## src/hdl/wsbt_pkg.sv

```systemverilog
// wsbt_pkg: shared types and constants for the wheel speed balance trim unit
// used by wsbt_regs, wsbt_div and wheel_speed_balance_trim_unit
`timescale 1ns / 1ps
package wsbt_pkg;

    localparam int DUTY_W   = 8;
    localparam int SPEED_W  = 16;
    localparam int PADDR_W  = 3;
    localparam int PDATA_W  = 32;

    localparam logic [DUTY_W-1:0]  REF_DUTY_RESET  = 8'd180;
    localparam logic [SPEED_W-1:0] NUMERATOR_RESET = 16'd14400;
    localparam logic [SPEED_W-1:0] SPEED_SAT       = 16'hFFFF;

    localparam logic REG_REF_DUTY   = 1'b0;
    localparam logic REG_SPEED_NUM  = 1'b1;

    typedef struct packed {
        logic [DUTY_W-1:0]  ref_duty;
        logic [SPEED_W-1:0] speed_numerator;
    } cfg_t;

    typedef struct packed {
        logic               start;
        logic [SPEED_W-1:0] dividend;
        logic [SPEED_W-1:0] divisor;
    } div_ctrl_t;

    typedef struct packed {
        logic               busy;
        logic               done;
        logic [SPEED_W-1:0] quotient;
    } div_stat_t;

endpackage

```

## src/hdl/wheel_speed_balance_trim_unit.sv

```systemverilog
// wheel_speed_balance_trim_unit: top level, sequencer around one shared divider
// each accepted input runs two divisions on the single serial divider, left period
// first and then right, each with a load and a done step, then the output update
// one transaction at a time, s_ready is low from accept until the result is registered,
// and while an older result waits on m_ready the new one waits in ST_DONE with s_ready low
// aresetn synchronous active low: trim and previous speeds clear, registers
// return to ref_duty 180 and speed_numerator 14400
`timescale 1ns / 1ps
module wheel_speed_balance_trim_unit (
    input  logic                          aclk,
    input  logic                          aresetn,
    input  logic                          psel,
    input  logic                          penable,
    input  logic                          pwrite,
    input  logic [wsbt_pkg::PADDR_W-1:0]  paddr,
    input  logic [wsbt_pkg::PDATA_W-1:0]  pwdata,
    output logic [wsbt_pkg::PDATA_W-1:0]  prdata,
    output logic                          pready,
    input  logic                          s_valid,
    output logic                          s_ready,
    input  logic [wsbt_pkg::SPEED_W-1:0]  s_left_period,
    input  logic [wsbt_pkg::SPEED_W-1:0]  s_right_period,
    output logic                          m_valid,
    input  logic                          m_ready,
    output logic [wsbt_pkg::DUTY_W-1:0]   m_left_duty,
    output logic [wsbt_pkg::DUTY_W-1:0]   m_right_duty,
    output logic signed [7:0]             m_trim_now,
    output logic [wsbt_pkg::SPEED_W-1:0]  m_left_speed,
    output logic [wsbt_pkg::SPEED_W-1:0]  m_right_speed,
    output logic [7:0]                    m_left_pair_sum,
    output logic [7:0]                    m_right_pair_sum
);
    import wsbt_pkg::*;

    typedef enum logic [1:0] {
        ST_IDLE,
        ST_LEFT,
        ST_RIGHT,
        ST_DONE
    } state_t;

    state_t             state_reg;
    cfg_t               cfg;
    div_ctrl_t          div_ctrl;
    div_stat_t          div_stat;
    logic               start_reg;
    logic [SPEED_W-1:0] lp_reg, rp_reg;
    logic [SPEED_W-1:0] ls_reg, rs_reg;
    logic [SPEED_W-1:0] speed_now;
    logic [7:0]         trim_reg, trim_next;
    logic [7:0]         last_l_reg, last_r_reg;
    logic               m_valid_reg;
    logic [DUTY_W-1:0]  left_duty_reg, right_duty_reg;
    logic [7:0]         trim_out_reg;
    logic [SPEED_W-1:0] left_speed_reg, right_speed_reg;
    logic [7:0]         left_sum_reg, right_sum_reg;
    logic               s_accept;

    wsbt_regs u_regs (
        .aclk    (aclk),
        .aresetn (aresetn),
        .psel    (psel),
        .penable (penable),
        .pwrite  (pwrite),
        .paddr   (paddr),
        .pwdata  (pwdata),
        .prdata  (prdata),
        .pready  (pready),
        .cfg     (cfg)
    );

    wsbt_div u_div (
        .aclk    (aclk),
        .aresetn (aresetn),
        .ctrl    (div_ctrl),
        .stat    (div_stat)
    );

    assign s_ready  = (state_reg == ST_IDLE);
    assign s_accept = s_valid && s_ready;

    assign div_ctrl.start    = start_reg;
    assign div_ctrl.dividend = cfg.speed_numerator;
    assign div_ctrl.divisor  = (state_reg == ST_LEFT) ? lp_reg : rp_reg;

    always_comb begin
        if (state_reg == ST_LEFT) begin
            speed_now = (lp_reg == '0) ? SPEED_SAT : div_stat.quotient;
        end else begin
            speed_now = (rp_reg == '0) ? SPEED_SAT : div_stat.quotient;
        end
    end

    always_comb begin
        if (rs_reg < ls_reg) begin
            trim_next = trim_reg + 8'd1;
        end else if (rs_reg > ls_reg) begin
            trim_next = trim_reg - 8'd1;
        end else begin
            trim_next = trim_reg;
        end
    end

    always_ff @(posedge aclk) begin
        if (!aresetn) begin
            state_reg   <= ST_IDLE;
            start_reg   <= 1'b0;
            trim_reg    <= '0;
            last_l_reg  <= '0;
            last_r_reg  <= '0;
            m_valid_reg <= 1'b0;
        end else begin
            start_reg <= 1'b0;
            if (m_valid_reg && m_ready && state_reg != ST_DONE) begin
                m_valid_reg <= 1'b0;
            end
            case (state_reg)
                ST_IDLE: begin
                    if (s_accept) begin
                        lp_reg    <= s_left_period;
                        rp_reg    <= s_right_period;
                        start_reg <= 1'b1;
                        state_reg <= ST_LEFT;
                    end
                end
                ST_LEFT: begin
                    if (div_stat.done) begin
                        ls_reg    <= speed_now;
                        start_reg <= 1'b1;
                        state_reg <= ST_RIGHT;
                    end
                end
                ST_RIGHT: begin
                    if (div_stat.done) begin
                        rs_reg    <= speed_now;
                        state_reg <= ST_DONE;
                    end
                end
                ST_DONE: begin
                    if (!m_valid_reg || m_ready) begin
                        trim_reg        <= trim_next;
                        last_l_reg      <= ls_reg[7:0];
                        last_r_reg      <= rs_reg[7:0];
                        m_valid_reg     <= 1'b1;
                        left_duty_reg   <= cfg.ref_duty;
                        right_duty_reg  <= cfg.ref_duty + trim_next;
                        trim_out_reg    <= trim_next;
                        left_speed_reg  <= ls_reg;
                        right_speed_reg <= rs_reg;
                        left_sum_reg    <= ls_reg[7:0] + last_l_reg;
                        right_sum_reg   <= rs_reg[7:0] + last_r_reg;
                        state_reg       <= ST_IDLE;
                    end
                end
                default: state_reg <= ST_IDLE;
            endcase
        end
    end

    assign m_valid          = m_valid_reg;
    assign m_left_duty      = left_duty_reg;
    assign m_right_duty     = right_duty_reg;
    assign m_trim_now       = trim_out_reg;
    assign m_left_speed     = left_speed_reg;
    assign m_right_speed    = right_speed_reg;
    assign m_left_pair_sum  = left_sum_reg;
    assign m_right_pair_sum = right_sum_reg;

    a_accept_blocks: assert property (@(posedge aclk) disable iff (!aresetn)
        s_accept |=> !s_ready && start_reg)
        else $error("input accepted without starting the divider");

    a_done_in_div_state: assert property (@(posedge aclk) disable iff (!aresetn)
        div_stat.done |-> (state_reg == ST_LEFT || state_reg == ST_RIGHT))
        else $error("divider finished outside a division state");

    a_start_when_free: assert property (@(posedge aclk) disable iff (!aresetn)
        start_reg |-> !div_stat.busy)
        else $error("divider started while busy");

    a_trim_tracks_output: assert property (@(posedge aclk) disable iff (!aresetn)
        (state_reg == ST_DONE && (!m_valid_reg || m_ready)) |=>
            m_valid && (m_trim_now == trim_reg))
        else $error("result trim differs from stored trim");

endmodule

```

## src/hdl/wsbt_regs.sv

```systemverilog
// wsbt_regs: apb configuration registers (reference duty, speed numerator)
// depends on wsbt_pkg
`timescale 1ns / 1ps
module wsbt_regs (
    input  logic                          aclk,
    input  logic                          aresetn,
    input  logic                          psel,
    input  logic                          penable,
    input  logic                          pwrite,
    input  logic [wsbt_pkg::PADDR_W-1:0]  paddr,
    input  logic [wsbt_pkg::PDATA_W-1:0]  pwdata,
    output logic [wsbt_pkg::PDATA_W-1:0]  prdata,
    output logic                          pready,
    output wsbt_pkg::cfg_t                cfg
);
    import wsbt_pkg::*;

    logic [DUTY_W-1:0]  ref_duty_reg;
    logic [SPEED_W-1:0] numerator_reg;
    logic               wr_en;

    assign pready = 1'b1;
    assign wr_en  = psel && penable && pwrite;

    always_ff @(posedge aclk) begin
        if (!aresetn) begin
            ref_duty_reg  <= REF_DUTY_RESET;
            numerator_reg <= NUMERATOR_RESET;
        end else if (wr_en) begin
            case (paddr[2])
                REG_REF_DUTY:  ref_duty_reg  <= pwdata[DUTY_W-1:0];
                REG_SPEED_NUM: numerator_reg <= pwdata[SPEED_W-1:0];
                default: ;
            endcase
        end
    end

    always_comb begin
        case (paddr[2])
            REG_REF_DUTY:  prdata = {{(PDATA_W-DUTY_W){1'b0}}, ref_duty_reg};
            REG_SPEED_NUM: prdata = {{(PDATA_W-SPEED_W){1'b0}}, numerator_reg};
            default:       prdata = '0;
        endcase
    end

    assign cfg.ref_duty        = ref_duty_reg;
    assign cfg.speed_numerator = numerator_reg;

endmodule

```

## src/hdl/wsbt_div.sv

```systemverilog
// wsbt_div: shared restoring divider, one quotient bit per cycle
// depends on wsbt_pkg
`timescale 1ns / 1ps
module wsbt_div (
    input  logic                aclk,
    input  logic                aresetn,
    input  wsbt_pkg::div_ctrl_t ctrl,
    output wsbt_pkg::div_stat_t stat
);
    import wsbt_pkg::*;

    localparam int CNT_W = $clog2(SPEED_W);

    logic [SPEED_W-1:0] rem_reg, rem_next;
    logic [SPEED_W-1:0] quo_reg, quo_next;
    logic [SPEED_W-1:0] dsr_reg;
    logic [CNT_W-1:0]   cnt_reg;
    logic               busy_reg;
    logic               done_reg;
    logic [SPEED_W:0]   shifted;
    logic [SPEED_W:0]   diff;

    always_comb begin
        shifted = {rem_reg, quo_reg[SPEED_W-1]};
        diff    = shifted - {1'b0, dsr_reg};
        if (!diff[SPEED_W]) begin
            rem_next = diff[SPEED_W-1:0];
            quo_next = {quo_reg[SPEED_W-2:0], 1'b1};
        end else begin
            rem_next = shifted[SPEED_W-1:0];
            quo_next = {quo_reg[SPEED_W-2:0], 1'b0};
        end
    end

    always_ff @(posedge aclk) begin
        if (!aresetn) begin
            busy_reg <= 1'b0;
            done_reg <= 1'b0;
            cnt_reg  <= '0;
        end else begin
            done_reg <= 1'b0;
            if (ctrl.start && !busy_reg) begin
                busy_reg <= 1'b1;
                cnt_reg  <= '0;
                rem_reg  <= '0;
                quo_reg  <= ctrl.dividend;
                dsr_reg  <= ctrl.divisor;
            end else if (busy_reg) begin
                rem_reg <= rem_next;
                quo_reg <= quo_next;
                cnt_reg <= cnt_reg + 1'b1;
                if (cnt_reg == CNT_W'(SPEED_W - 1)) begin
                    busy_reg <= 1'b0;
                    done_reg <= 1'b1;
                end
            end
        end
    end

    assign stat.busy     = busy_reg;
    assign stat.done     = done_reg;
    assign stat.quotient = quo_reg;

endmodule
```

## config.mk

```make
export PLATFORM = sky130hd
export DESIGN_NAME = wheel_speed_balance_trim_unit
export DESIGN_NICKNAME = d
export VERILOG_FILES = /design/src/hdl/wsbt_pkg.sv /design/src/hdl/wheel_speed_balance_trim_unit.sv /design/src/hdl/wsbt_regs.sv /design/src/hdl/wsbt_div.sv
export SDC_FILE = /design/constraint.sdc
export NUM_CORES = 1
export LEC_CHECK = 0
export BUFFER_PORTS_ARGS = -buffer_cell sky130_fd_sc_hd__buf_2
export CAP_MARGIN = 25
export CORE_UTILIZATION = 40
export CTS_CLUSTER_DIAMETER = 60
export CTS_CLUSTER_SIZE = 16
export DETAILED_ROUTE_END_ITERATION = 12
export PLACE_DENSITY = 0.64
export SYNTH_ARGS = -nofsm -noshare
export SYNTH_HDL_FRONTEND = slang
export SYNTH_SLANG_ARGS = --single-unit
```

## constraint.sdc

```tcl
create_clock -name aclk -period 4.4 [get_ports aclk]
set_input_delay 0.44 -clock aclk [delete_from_list [all_inputs] [get_ports aclk]]
set_output_delay 0.44 -clock aclk [all_outputs]
set_load 0.005 [all_outputs]
```

# Word-level counts from Yosys, hierarchy flattened
# Cells that the tools add are included.
dict set report word_totals {
  ff_bits 242
  inputBits 74
  output_inout_bits 107
}
dict set report op_classes {
  addsub 7
  magnitude_cmp 2
  n_eq_ne 9
  mux 27
  bitwise 3
  reduce_logical 25
}
# cell n
set ops {}
lappend ops {{two-way mux 16 bit} 8}
lappend ops {{one-hot mux 32 bit (2 select lines)} 1}
lappend ops {{logical NOT 16 bit} 2}
lappend ops {{adder 8 bit} 3}
lappend ops {{subtractor 17 x 16 -> 17 bit} 1}
lappend ops {{greater-than comparator 16 bit} 1}
lappend ops {{less-than comparator 16 bit} 1}
lappend ops {{two-way mux 8 bit} 2}
lappend ops {{AND reduction 3 bit} 4}
lappend ops {{two-way mux 1 bit} 10}
lappend ops {{AND reduction 2 bit} 5}
lappend ops {{adder 8 x 1 -> 8 bit (second input constant)} 1}
lappend ops {{two-way mux 2 bit} 4}
lappend ops {{one-hot mux 2 bit (4 select lines)} 1}
lappend ops {{subtractor 8 x 1 -> 8 bit (second input constant)} 1}
lappend ops {{logical AND 1 bit} 6}
lappend ops {{inequality test 2 x 1 -> 1 bit (second input constant)} 3}
lappend ops {{adder 4 x 1 -> 4 bit (second input constant)} 1}
lappend ops {{equality test 2 bit (second input constant)} 2}
lappend ops {{equality test 4 bit (second input constant)} 1}
lappend ops {{inequality test 2 bit (second input constant)} 2}
lappend ops {{AND reduction 4 bit} 1}
lappend ops {{inverter 1 bit} 3}
lappend ops {{OR reduction 3 bit} 1}
lappend ops {{7 further kinds} 8}

# Longest topological paths before layout
# Gate-level depths: netlist of run 1.
dict set report logic_depth {
  depth_word 5
  mapped_depth 17
  mapped_depth_nobuf 16
}

# Cells and area by module
# Synthesis of run 1 repeated with hierarchy kept, for this count alone.
dict set report hier_totals {
  cells_unflattened 916
  area_unflattened_um2 11536.1
}
# mod instances cells_per_inst area_each_um2 seq_area_each_um2
set by_module_without_submodules {}
lappend by_module_without_submodules {wheel_speed_balance_trim_unit 1 506 7126.8 4644.5}
lappend by_module_without_submodules {wsbt_div 1 270 3104.2 1561.5}
lappend by_module_without_submodules {wsbt_regs 1 140 1305.0 480.5}

# Worst setup path before layout of run 1
# OpenSTA, ideal clock, no wires.
dict set report synth_timing {
  kind {input to register}
  startpoint {input port m_ready}
  endpoint {register left_duty_reg[0], in the netlist m_left_duty[0], enable pin}
  setup_ns 0.503
  t_arrival_ns 4.009
  required_ns 3.897
  setup_slack_ns -0.112
  cell_stages 5
  path_buffers 2
  cell_sequence {nor2b_1 nand2b_1 clkbuf_1 clkbuf_1 nor2_1}
}
dict set report synth_between {
  elab_chain_cells 2
}
# element line
set synth_rtl {}
lappend synth_rtl {{from (decl)} wheel_speed_balance_trim_unit.sv:24} ;# input logic m_ready,
lappend synth_rtl {{logical OR 1 bit} wheel_speed_balance_trim_unit.sv:140} ;# if (!m_valid_reg || m_ready) begin
lappend synth_rtl {{AND reduction 3 bit (no source line)} n/a}
lappend synth_rtl {{to (signal assigned)} wheel_speed_balance_trim_unit.sv:145} ;# left_duty_reg <= cfg.ref_duty;
lappend synth_rtl {{to (decl)} wheel_speed_balance_trim_unit.sv:53} ;# logic [DUTY_W-1:0] left_duty_reg, right_duty_reg;
# No other way between the ends.
# A chain may end at the register's enable or synchronous reset.

# Worst setup path after layout of run 1
dict set report layout_timing {
  startpoint {register ls_reg[1]}
  endpoint {register right_duty_reg[7], in the netlist m_right_duty[7], data pin}
}
dict set report layout_between {
  elab_chain_cells 4
  elab_cells_between_ends 5
  classes_between {add/sub: 1; order compare: 2; mux: 2}
}
# element line
set layout_rtl {}
lappend layout_rtl {{from (decl)} wheel_speed_balance_trim_unit.sv:48} ;# logic [SPEED_W-1:0] ls_reg, rs_reg;
lappend layout_rtl {{from (signal assigned)} wheel_speed_balance_trim_unit.sv:128} ;# ls_reg <= speed_now;
lappend layout_rtl {{greater-than comparator 16 bit} wheel_speed_balance_trim_unit.sv:97} ;# end else if (rs_reg > ls_reg) begin
lappend layout_rtl {{two-way mux 8 bit} wheel_speed_balance_trim_unit.sv:97}
lappend layout_rtl {{two-way mux 8 bit (*)} wheel_speed_balance_trim_unit.sv:95} ;# if (rs_reg < ls_reg) begin
lappend layout_rtl {{named net trim_next[1]} wheel_speed_balance_trim_unit.sv:50} ;# logic [7:0] trim_reg, trim_next;
lappend layout_rtl {{adder 8 bit (*)} wheel_speed_balance_trim_unit.sv:146} ;# right_duty_reg <= cfg.ref_duty + trim_next;
lappend layout_rtl {{to (signal assigned)} wheel_speed_balance_trim_unit.sv:146}
lappend layout_rtl {{to (decl)} wheel_speed_balance_trim_unit.sv:53}
# The timed path passes the listed nets; every way through them passes the cells marked *.

==> summary.txt, run 1 <==
Status
  – Outcome: complete, no violations

Clocking
  – # hold bufs at CTS: 0
  – # Post-CTS Setup Buffers: 0
  – TritonCTS Buffers: 22
  – CTS Root Cell: clkbuf_16
  – CTS tree: done
  – Clock latency on the worst-skew pair: 0.52 ns
  – H-tree Lvls: 1
  – Clk sink count: approximately 240
  – Clk pin slew, worst setup/hold paths: approximately 0.07 ns
  – CTS Buffer Depth: 3

Setup path
  – Worst Path Class, Setup: flip-flop to flip-flop
  – CP Launch Point: ls_reg[1]$_DFFE_PP_
  – R2R Path Start: ls_reg[1]$_DFFE_PP_
  – Worst EP arrival: around 4.2 ns
  – Worst EP required: 4.66 ns
  – Startpoint class of the critical path: flip-flop
  – Crit path max fanout: 6
  – Setup crit end kind: flip-flop

Timing
  – Period utilization: 0.899
  – Final worst setup slack: 0.443 ns
  – Slew Viols, Final: 0
  – Minimum clock period: about 4.0 ns
  – # setup viols final: 0
  – Setup TNS: 0 ns
  – Worst Tran Pin Value: 0.832 ns
  – RSZ-0062 raised after global routing: false
  – Fmax: ~0.25 GHz
  – Final hold violations: 0
  – Clock Skew: roughly 0.014 ns
  – Slew margin rel.: 0.445
  – Tightest hold margin: just over 0.09 ns

Final layout
  – Layout area overhead: 16.4%
  – Fill cell count: 2533
  – Reg area: about 6700 µm²
  – Final Net Count: about 1200
  – Layout cells sized above 1: 0.199
  – Most frequent cells in the layout: edfxtp_1 (184), nand2_1 (159), buf_2 (145), a21oi_1 (76), ha_1 (60)
  – Final instance area: about 13000 µm²
  – Final Non-Filler Cells: about 1500
  – Area of the multi-input gates: approximately 4000 µm²
  – ANT cells: 0
  – Commonest non-fill, non-tap cell in the layout: edfxtp_1

Logic synthesis
  – Post-Syn Instances: 964
  – Sequential fraction of the synthesis area: 0.597
  – Syn. warnings: 0
  – Synth area leaders: edfxtp_1 (49%), dfxtp_1 (10%), ha_1 (6.7%)
  – Netlist cell types: 57
  – Syn_area_per_cell: 11.6 µm²
  – Yosys reg bits: between 200 and 250
  – Post-synth EDFFs: between 150 and 200
  – Share of the synthesized area in the top cell type: 0.494
  – Cell area after synthesis: about 11000 µm²
  – Asr flop ratio synth: 0
  – Post-synth top area cell: edfxtp_1
  – Synth Flop Type: edfxtp_1

GRT
  – Largest net degree at the start of global routing: 55
  – GRT Overall Usage: 0.158
  – Initial antenna violation count: 0
  – Vias in the first global route: slightly above 7000
  – Grt ovf: 0
  – First-pass GRT wire length: approximately 36 mm

Route
  – DRT antenna net count: 0
  – First-pass DRT Iterations: 5
  – # DRC: 0
  – Routed len/inst: 15.1 µm
  – Vias: approximately 7300
  – Routed wire length: 22.5 mm
  – DR iter-0 viols: 410
  – Vias/cell: 4.87

Floorplan
  – Cell row count: 60
  – Initial core utilization: 0.412
  – Die Ht: approximately 170 µm
  – DIE AREA: around 29000 µm²
  – I/O pins: 181
  – Die X: between 150 and 200 µm
  – Core box area: about 27000 µm²

Pwr
  – Sw power: around 0.0016 W
  – Comb pwr share: 0.185
  – Switch share: 0.268
  – Leak: 5.29 nW
  – Worst VDD drop: ~360 µV
  – Int Pwr: roughly 0.0043 W
  – PD cells: ~450 nW/µm²
  – Sequential share of power: 0.479
  – Clock power share: 0.336

Placed design
  – DP HPWL: 16.4 mm
  – Post-Place Worst Slack: approximately 0.28 ns
  – Placer Congestion: 0.856
  – Placed Cells incl. Taps: about 1500
  – I/O Buffers: about 150
  – Placed inst area: ~12000 µm²

Hold path
  – Hold Crit Start: s_left_period[2]
  – Hold Path Class: input port to flip-flop

Flow run
  – Max-cap viol count: 0
stage by stage:
step                       util  power, W
after floorplan               -   0.00366
after global routing      0.479   0.00613
after detailed placement  0.452   0.00394
after CTS                 0.479   0.00591
final                     0.479   0.00585
after global placement    0.452   0.00392
power groups by stage:
stage / sequential, W / clock, W / combinational (W)
final: 0.00280 / 0.00196 / 0.00108
after global routing: 0.00282 / 0.00209 / 0.00123
after CTS: 0.00280 / 0.00201 / 0.00109
after detailed placement: 0.00285 / 0 / 0.00109
after global placement: 0.00285 / 0 / 0.00107
after floorplan: 0.00282 / 0 / 0.000837
critical path: stages (launching register included):
cell and delay, ns:
edfxtp_1 0.40, inv_1 0.12, ha_1 0.31, nor2b_1 0.14, o211ai_1 0.09, a2111o_1 0.41, and3_1 0.28, nor2_1 0.14
a21oi_1 0.05, o21ai_1 0.29, ha_1 0.29, a21o_1 0.16, a21oi_1 0.20, o21ai_0 0.17, o41ai_1 0.33, xnor2_1 0.15
xor2_1 0.16
path summary, 6_finish.rpt:
path	end	slack (ns)	cells past startpoint
setup / recovery	m_right_duty[7]$_DFFE_PP_	0.44	16
hold / removal	lp_reg[2]$_DFFE_PP_	0.09	1
setup reg to reg	m_right_duty[7]$_DFFE_PP_	0.44	16
hold reg to reg	m_left_speed[9]$_DFFE_PP_	0.45	0
cell type report:
class / instances / area share
timing repair buffer: 157 / 0.0626
clock buffer: 31 / 0.0498
inverter: 56 / 0.0161
clock inverter: 9 / 0.00730
multi-input combinational: 630 / 0.315
sequential: 242 / 0.513
tap: 372 / 0.0357
metal layers:
metal  track usage  vias to the layer above  part of all wire
met2         0.272                      160              0.48
met5             0                        -                 0
met1         0.204                     3435              0.45
met4        0.0462                        0             0.024
met3        0.0252                       34             0.046
li1              -                     3661                 -
cell families (layout without fill, tap and decap cells):
| family | after synthesis | count (layout) | synth area share |
|---|---|---|---|
| buffers and inverters | 107 | 253 | 0.0427 |
| xor gates and xnor gates | 41 | 41 | 0.0321 |
| muxes | 46 | 46 | 0.0440 |
| adders and majority gates | 64 | 64 | 0.0742 |
| DFF | 242 | 242 | 0.597 |
| and+or+nand+nor | 321 | 321 | 0.135 |
| AOI/OAI and AO/OA | 141 | 141 | 0.0740 |
| other | 2 | 17 | 0.000671 |
Yosys cell counts (3+ instances only):
master and n:
mux2_2 25, and3_1 5, nand2_1 159, o21a_1 3, nor4_1 7, nand4_2 3, nand2b_1 28, nand4_1 11
a21o_1 11, nor2b_1 8, clkbuf_1 27, o21bai_1 6, nor2_1 47, xnor2_1 28, and2_1 11, a211oi_1 3
buf_4 17, edfxtp_1 184, ha_1 60, fa_1 4, or3_1 6, nand3_1 15, o31ai_1 3, a21oi_1 76
mux2i_1 20, o21ai_0 20, dfxtp_1 58, nor3_1 10, xor2_1 13, inv_1 56
repair_timing:
action                     4_1_cts  5_1_grt
hold endpoints to repair         0        0
setup endpoints to repair        0        1
resized for setup                0        1
No activity file was read; power rests on OpenSTA's default activity.
==> run 2, diff against run 1 <==
Settings changed: PLACE_DENSITY 0.64 to 0.62.
Clock period 4.4 ns to 4.5 ns, I/O delays scaled along.
==> run 2 against run 1 <==
Effect of this change:
- clock skew down 0.0011 ns
- sequential cell count unchanged
- wire length down 0.22%
- clock-buffer cell count up 1
- total power down 0.86%
- global-route usage up 0.19 points
- critical endpoint unchanged
==> summary.txt, run 2 (synthesis gave the netlist of run 1 again) <==
GRT
  – GRT Overall Usage: 0.160
  – Initial antenna violation count: 1
  – Grt ovf: 0
  – First-pass GRT wire length: about 36 mm
  – Vias in the first global route: 6973
  – Largest net degree at the start of global routing: 49

Clocking
  – CTS tree: done
  – Clk sink count: around 240
  – Post-cts resize count: 0
  – # Post-CTS Setup Buffers: 0
  – H-tree Lvls: 1
  – CTS Buffer Depth: 3
  – TritonCTS Buffers: 22
  – Clock latency on the worst-skew pair: roughly 0.51 ns
  – # hold bufs at CTS: 0
  – Clk pin slew, worst setup/hold paths: roughly 0.07 ns
  – CTS Root Cell: clkbuf_16

Floorplan
  – Die Ht: ~170 µm
  – DIE AREA: approximately 29000 µm²
  – Cell row count: 60
  – I/O pins: roughly 180
  – Die X: roughly 170 µm
  – Core box area: approximately 27000 µm²
  – Initial core utilization: 0.412

Route
  – DR iter-0 viols: roughly 450
  – First-pass DRT Iterations: 5
  – Top Layer Used: met5
  – Vias/cell: 4.87
  – DRT met1 WL: approximately 10 mm
  – # DRC: 0
  – WL met3: between 1 and 1.5 mm
  – Met2 WL post-DR: roughly 11 mm
  – Routed wire length: between 20 and 25 mm
  – Vias: about 7300
  – DRT antenna net count: 0
  – Routed len/inst: ~15 µm

Final layout
  – Final Net Count: 1248
  – Fill cell count: about 2500
  – Area of the multi-input gates: 4110 µm²
  – Layout cells sized above 1: 0.203
  – Layout area overhead: 16.9%
  – ANT cells: 0
  – Commonest non-fill, non-tap cell in the layout: edfxtp_1
  – Reg area: between 6000 and 7000 µm²
  – Final Non-Filler Cells: between 1000 and 1500
  – Most frequent cells in the layout: edfxtp_1 (184), nand2_1 (159), buf_2 (145), a21oi_1 (76), ha_1 (60)

Flow run
  – Max-cap viol count: 0

Timing
  – Setup TNS: 0 ns
  – Slew margin rel.: 0.429
  – Minimum clock period: 4.14 ns
  – Clock Skew: approximately 0.013 ns
  – Period utilization: 0.919
  – Final hold violations: 0
  – Fmax: 0.242 GHz
  – # setup viols final: 0
  – RSZ-0062 raised after global routing: false
  – Slew Viols, Final: 0
  – Worst Tran Pin Value: 0.856 ns

Pwr
  – Leak: between 5 and 6 nW
  – Switch share: 0.263
  – Int Pwr: about 0.0043 W
  – PD cells: about 440 nW/µm²
  – Sequential share of power: 0.472
  – Comb pwr share: 0.184
  – Worst VDD drop: ~290 µV
  – Clock power share: 0.344
  – Sw power: ~0.0015 W

Placed design
  – Placer Congestion: approximately 0.86
  – DP HPWL: 16.6 mm
  – Placed Cells incl. Taps: about 1500
  – I/O Buffers: roughly 150

Setup path
  – Worst EP required: ~4.7 ns
  – Worst EP arrival: 4.38 ns
  – Startpoint class of the critical path: flip-flop
  – Setup crit end kind: flip-flop
  – Crit path max fanout: 6
  – Worst Path Class, Setup: flip-flop to flip-flop

Status
  – Outcome: complete, no violations

Hold path
  – Hold Path Class: input port to flip-flop
-- run 2: changes by cell type in the layout (fill, tap and decap cells not counted), moves of 2 or more --
| cell | change |
|---|---|
| clkbuf_1 | -2 |
| clkbuf_8 | +4 |
| clkinv_1 | -2 |
| inv_6 | +3 |
-- run 2: metrics by stage --
stage / worst slack (ns) / power (W) / cell area (µm²) / util / hold slack [ns]
after floorplan: 0.845 / 0.00358 / 11300 / - / 0.426
after global placement: 0.467 / 0.00384 / 12300 / 0.453 / 0.433
after detailed placement: 0.408 / 0.00386 / 12300 / 0.453 / 0.435
after CTS: 0.371 / 0.00586 / 13100 / 0.481 / 0.0818
after global routing: 0.125 / 0.00610 / 13100 / 0.481 / 0.0800
final: 0.364 / 0.00580 / 13100 / 0.481 / 0.109
-- run 2: cell type report --
cell class | count | share of cell area
multi-input combinational | 630 | 0.314
inverter | 56 | 0.0161
tap | 372 | 0.0356
timing repair buffer | 158 | 0.0639
clock inverter | 8 | 0.00832
clock buffer | 32 | 0.0513
sequential | 242 | 0.511
-- run 2: routing by layer --
layer / vias up / track usage
met5: - / 0
met3: 37 / 0.0294
met1: 3419 / 0.212
met4: 2 / 0.0403
met2: 165 / 0.269
li1: 3671 / -
-- run 2: power by group through the flow --
stage,combinational [W],sequential (W),clock [W]
after floorplan,0.000818,0.00276,0
after global placement,0.00105,0.00278,0
after detailed placement,0.00107,0.00279,0
after CTS,0.00108,0.00274,0.00205
after global routing,0.00121,0.00275,0.00214
final,0.00107,0.00274,0.00199
-- run 2: worst paths after layout --
kind / startpoint / endpoint / slack [ns] / cells past startpoint
min: s_right_period[1] / rp_reg[1]$_DFFE_PP_ / 0.11 / 1
max reg2reg: rs_reg[1]$_DFFE_PP_ / m_right_duty[7]$_DFFE_PP_ / 0.36 / 15
min reg2reg: ls_reg[14]$_DFFE_PP_ / m_left_speed[14]$_DFFE_PP_ / 0.45 / 0
max: rs_reg[1]$_DFFE_PP_ / m_right_duty[7]$_DFFE_PP_ / 0.36 / 15
-- run 2: worst max-delay path, stage by stage (launching register included) --
cell      delay [ns]
edfxtp_1        0.49
ha_1            0.34
nor2b_1         0.13
o211ai_1        0.09
a2111o_1        0.40
and3_1          0.28
nor2_1          0.14
a21oi_1         0.05
o21ai_0         0.31
ha_1            0.30
a21o_1          0.15
a21oi_1         0.26
o21ai_0         0.21
o41ai_1         0.35
xnor2_1         0.20
xor2_1          0.17
==> run 3, diff against run 2 <==
Settings changed: BUFFER_PORTS_ARGS -buffer_cell sky130_fd_sc_hd__buf_2 to unset, CTS_BUF_LIST set to sky130_fd_sc_hd__clkbuf_4, DONT_BUFFER_PORTS set to 1, PLACE_DENSITY 0.62 to 0.56.
==> run 3 against run 2 <==
Effect of this change:
- first-iteration DRC count shrank 23%
- non-clock buffer count down 94
- sequential cell count is the same
- cell count fell by 5.9%
- critical endpoint unchanged
==> summary.txt, run 3 (synthesis gave the netlist of run 1 again) <==
Route
  – DR iter-0 viols: approximately 350
  – Routed len/inst: between 15 and 20 µm
  – Routed wire length: around 23 mm
  – Vias: approximately 7000
  – # DRC: 0
  – Vias/cell: ~4.9
  – DRT antenna net count: 0
  – First-pass DRT Iterations: 6

Timing
  – Minimum clock period: about 4.2 ns
  – Tightest hold margin: around 0.074 ns
  – Period utilization: 0.937
  – Final hold violations: 0
  – Fmax: 0.237 GHz
  – RSZ-0062 raised after global routing: false
  – Setup TNS: 0 ns
  – Worst Tran Pin Value: about 0.95 ns
  – Slew margin rel.: 0.363
  – Clock Skew: roughly 0.065 ns
  – # setup viols final: 0
  – Slew Viols, Final: 0

Clocking
  – # Post-CTS Setup Buffers: 0
  – Clk sink count: 242
  – CTS Buffer Depth: 3
  – H-tree Lvls: 1
  – Clk pin slew, worst setup/hold paths: roughly 0.15 ns
  – TritonCTS Buffers: 23
  – CTS tree: done
  – Clock latency on the worst-skew pair: between 0.6 and 0.7 ns
  – CTS Root Cell: clkbuf_4

Placed design
  – DP HPWL: 16.5 mm
  – Placer Congestion: between 0.8 and 0.9
  – Placed inst area: approximately 12000 µm²
  – I/O Buffers: 0

GRT
  – GRT Overall Usage: 0.161
  – Initial antenna violation count: 1
  – Largest net degree at the start of global routing: 61
  – Grt ovf: 0
  – First-pass GRT wire length: 36.4 mm
  – Vias in the first global route: 6692

Flow run
  – Max-cap viol count: 0

Final layout
  – Most frequent cells in the layout: edfxtp_1 (184), nand2_1 (159), a21oi_1 (76), ha_1 (60), dfxtp_1 (58)
  – Layout cells sized above 1: 0.0852
  – Commonest non-fill, non-tap cell in the layout: edfxtp_1
  – Layout area overhead: 11.8%
  – Final Net Count: 1155
  – Final instance area: ~13000 µm²

Status
  – Outcome: complete, no violations

Hold path
  – Hold Path Class: input port to flip-flop
  – Hold depth: 3
  – Hold Path End: u_regs.ref_duty_reg[3]$_SDFFE_PN0P_
  – Hold Crit Start: paddr[2]

Setup path
  – Critical R2R Capture: m_right_duty[7]$_DFFE_PP_
  – Worst Path Class, Setup: flip-flop to flip-flop
  – R2R Path Start: ls_reg[1]$_DFFE_PP_
  – Worst R2R Setup Slack: roughly 0.28 ns
  – Crit path max fanout: 6
  – Setup crit end kind: flip-flop
  – Startpoint class of the critical path: flip-flop
  – Worst EP arrival: between 4 and 5 ns
  – Worst Reg-to-Reg Cells: 16
  – Worst EP required: about 4.9 ns

Floorplan
  – DIE AREA: roughly 29000 µm²
  – Die Ht: 169 µm
  – Die X: 169 µm
  – Core box area: between 20000 and 30000 µm²
  – I/O pins: 181
  – Initial core utilization: 0.412
  – Cell row count: 60

Pwr
  – Leak: approximately 4.8 nW
  – Worst VDD drop: between 200 and 300 µV
  – PD cells: slightly above 400 nW/µm²
==> run 3: metal layers <==
metal | vias up | share of wire | wire, µm | track usage
met4 | 0 | 0.022 | 501 | 0.0396
met5 | - | 0 | 0 | 0
met1 | 3252 | 0.48 | 11000 | 0.219
li1 | 3489 | - | - | -
met2 | 143 | 0.46 | 10700 | 0.264
met3 | 28 | 0.038 | 887 | 0.0315
==> run 3: cell type report <==
| class | instances | area, µm² |
|---|---|---|
| Antenna cell | 5 | 12.5 |
| Inverter | 56 | 210 |
| Tap cell | 372 | 465 |
| Timing Repair Buffer | 64 | 627 |
| Clock inverter | 14 | 200 |
| Multi-Input combinational cell | 630 | 4110 |
| Fill cell | 2591 | 14700 |
| Clock buffer | 27 | 203 |
| Sequential cell | 242 | 6690 |
==> run 3: stage by stage <==
| stage | total power (W) | setup WS (ns) | utilization | std cells |
|---|---|---|---|---|
| after global placement | 0.00379 | 0.375 | 0.426 | 1311 |
| after floorplan | 0.00358 | 0.845 | - | 979 |
| after CTS | 0.00517 | 0.228 | 0.460 | 1405 |
| after global routing | 0.00539 | 0.0838 | 0.461 | 1410 |
| after detailed placement | 0.00381 | 0.305 | 0.426 | 1312 |
| final | 0.00509 | 0.284 | 0.461 | 1410 |
==> run 3: critical path, cell delays in order (launching register included) <==
cell	delay [ns]
edfxtp_1	0.44
inv_1	0.12
ha_1	0.30
nor2b_1	0.14
o211ai_1	0.09
a2111o_1	0.39
and3_1	0.28
nor2_1	0.14
a21oi_1	0.05
o21ai_0	0.34
ha_1	0.31
a21o_1	0.15
a21oi_1	0.25
o21ai_0	0.18
o41ai_1	0.38
xnor2_1	0.22
xor2_1	0.18
==> run 3: worst max path at each step <==
stage               slack, ns                         to                  from
finish                   0.28  m_right_duty[7]$_DFFE_PP_   ls_reg[1]$_DFFE_PP_
CTS                      0.23  m_right_duty[7]$_DFFE_PP_  rs_reg[11]$_DFFE_PP_
detailed placement       0.31  m_right_duty[7]$_DFFE_PP_   rs_reg[9]$_DFFE_PP_
global route             0.08  m_right_duty[7]$_DFFE_PP_   ls_reg[1]$_DFFE_PP_
floorplan                0.84  m_right_duty[7]$_DFFE_PP_   rs_reg[7]$_DFFE_PP_
global placement         0.38  m_right_duty[7]$_DFFE_PP_   rs_reg[9]$_DFFE_PP_
==> run 3: timing repair <==
| action | 4_1_cts | 5_1_grt |
|---|---|---|
| endpoints found under the setup margin | 0 | 1 |
| gates resized for setup | 0 | 1 |
| hold endpoints to repair | 62 | 0 |
| hold buffers | 52 | 0 |
==> run 3: power breakdown <==
part | internal (W) | switching (W) | leakage [nW] | total [W]
sequential | 0.00265 | 0.0000970 | 2.15 | 0.00274
combinational | 0.000451 | 0.000595 | 2.41 | 0.00105
clock | 0.000547 | 0.000755 | 0.218 | 0.00130
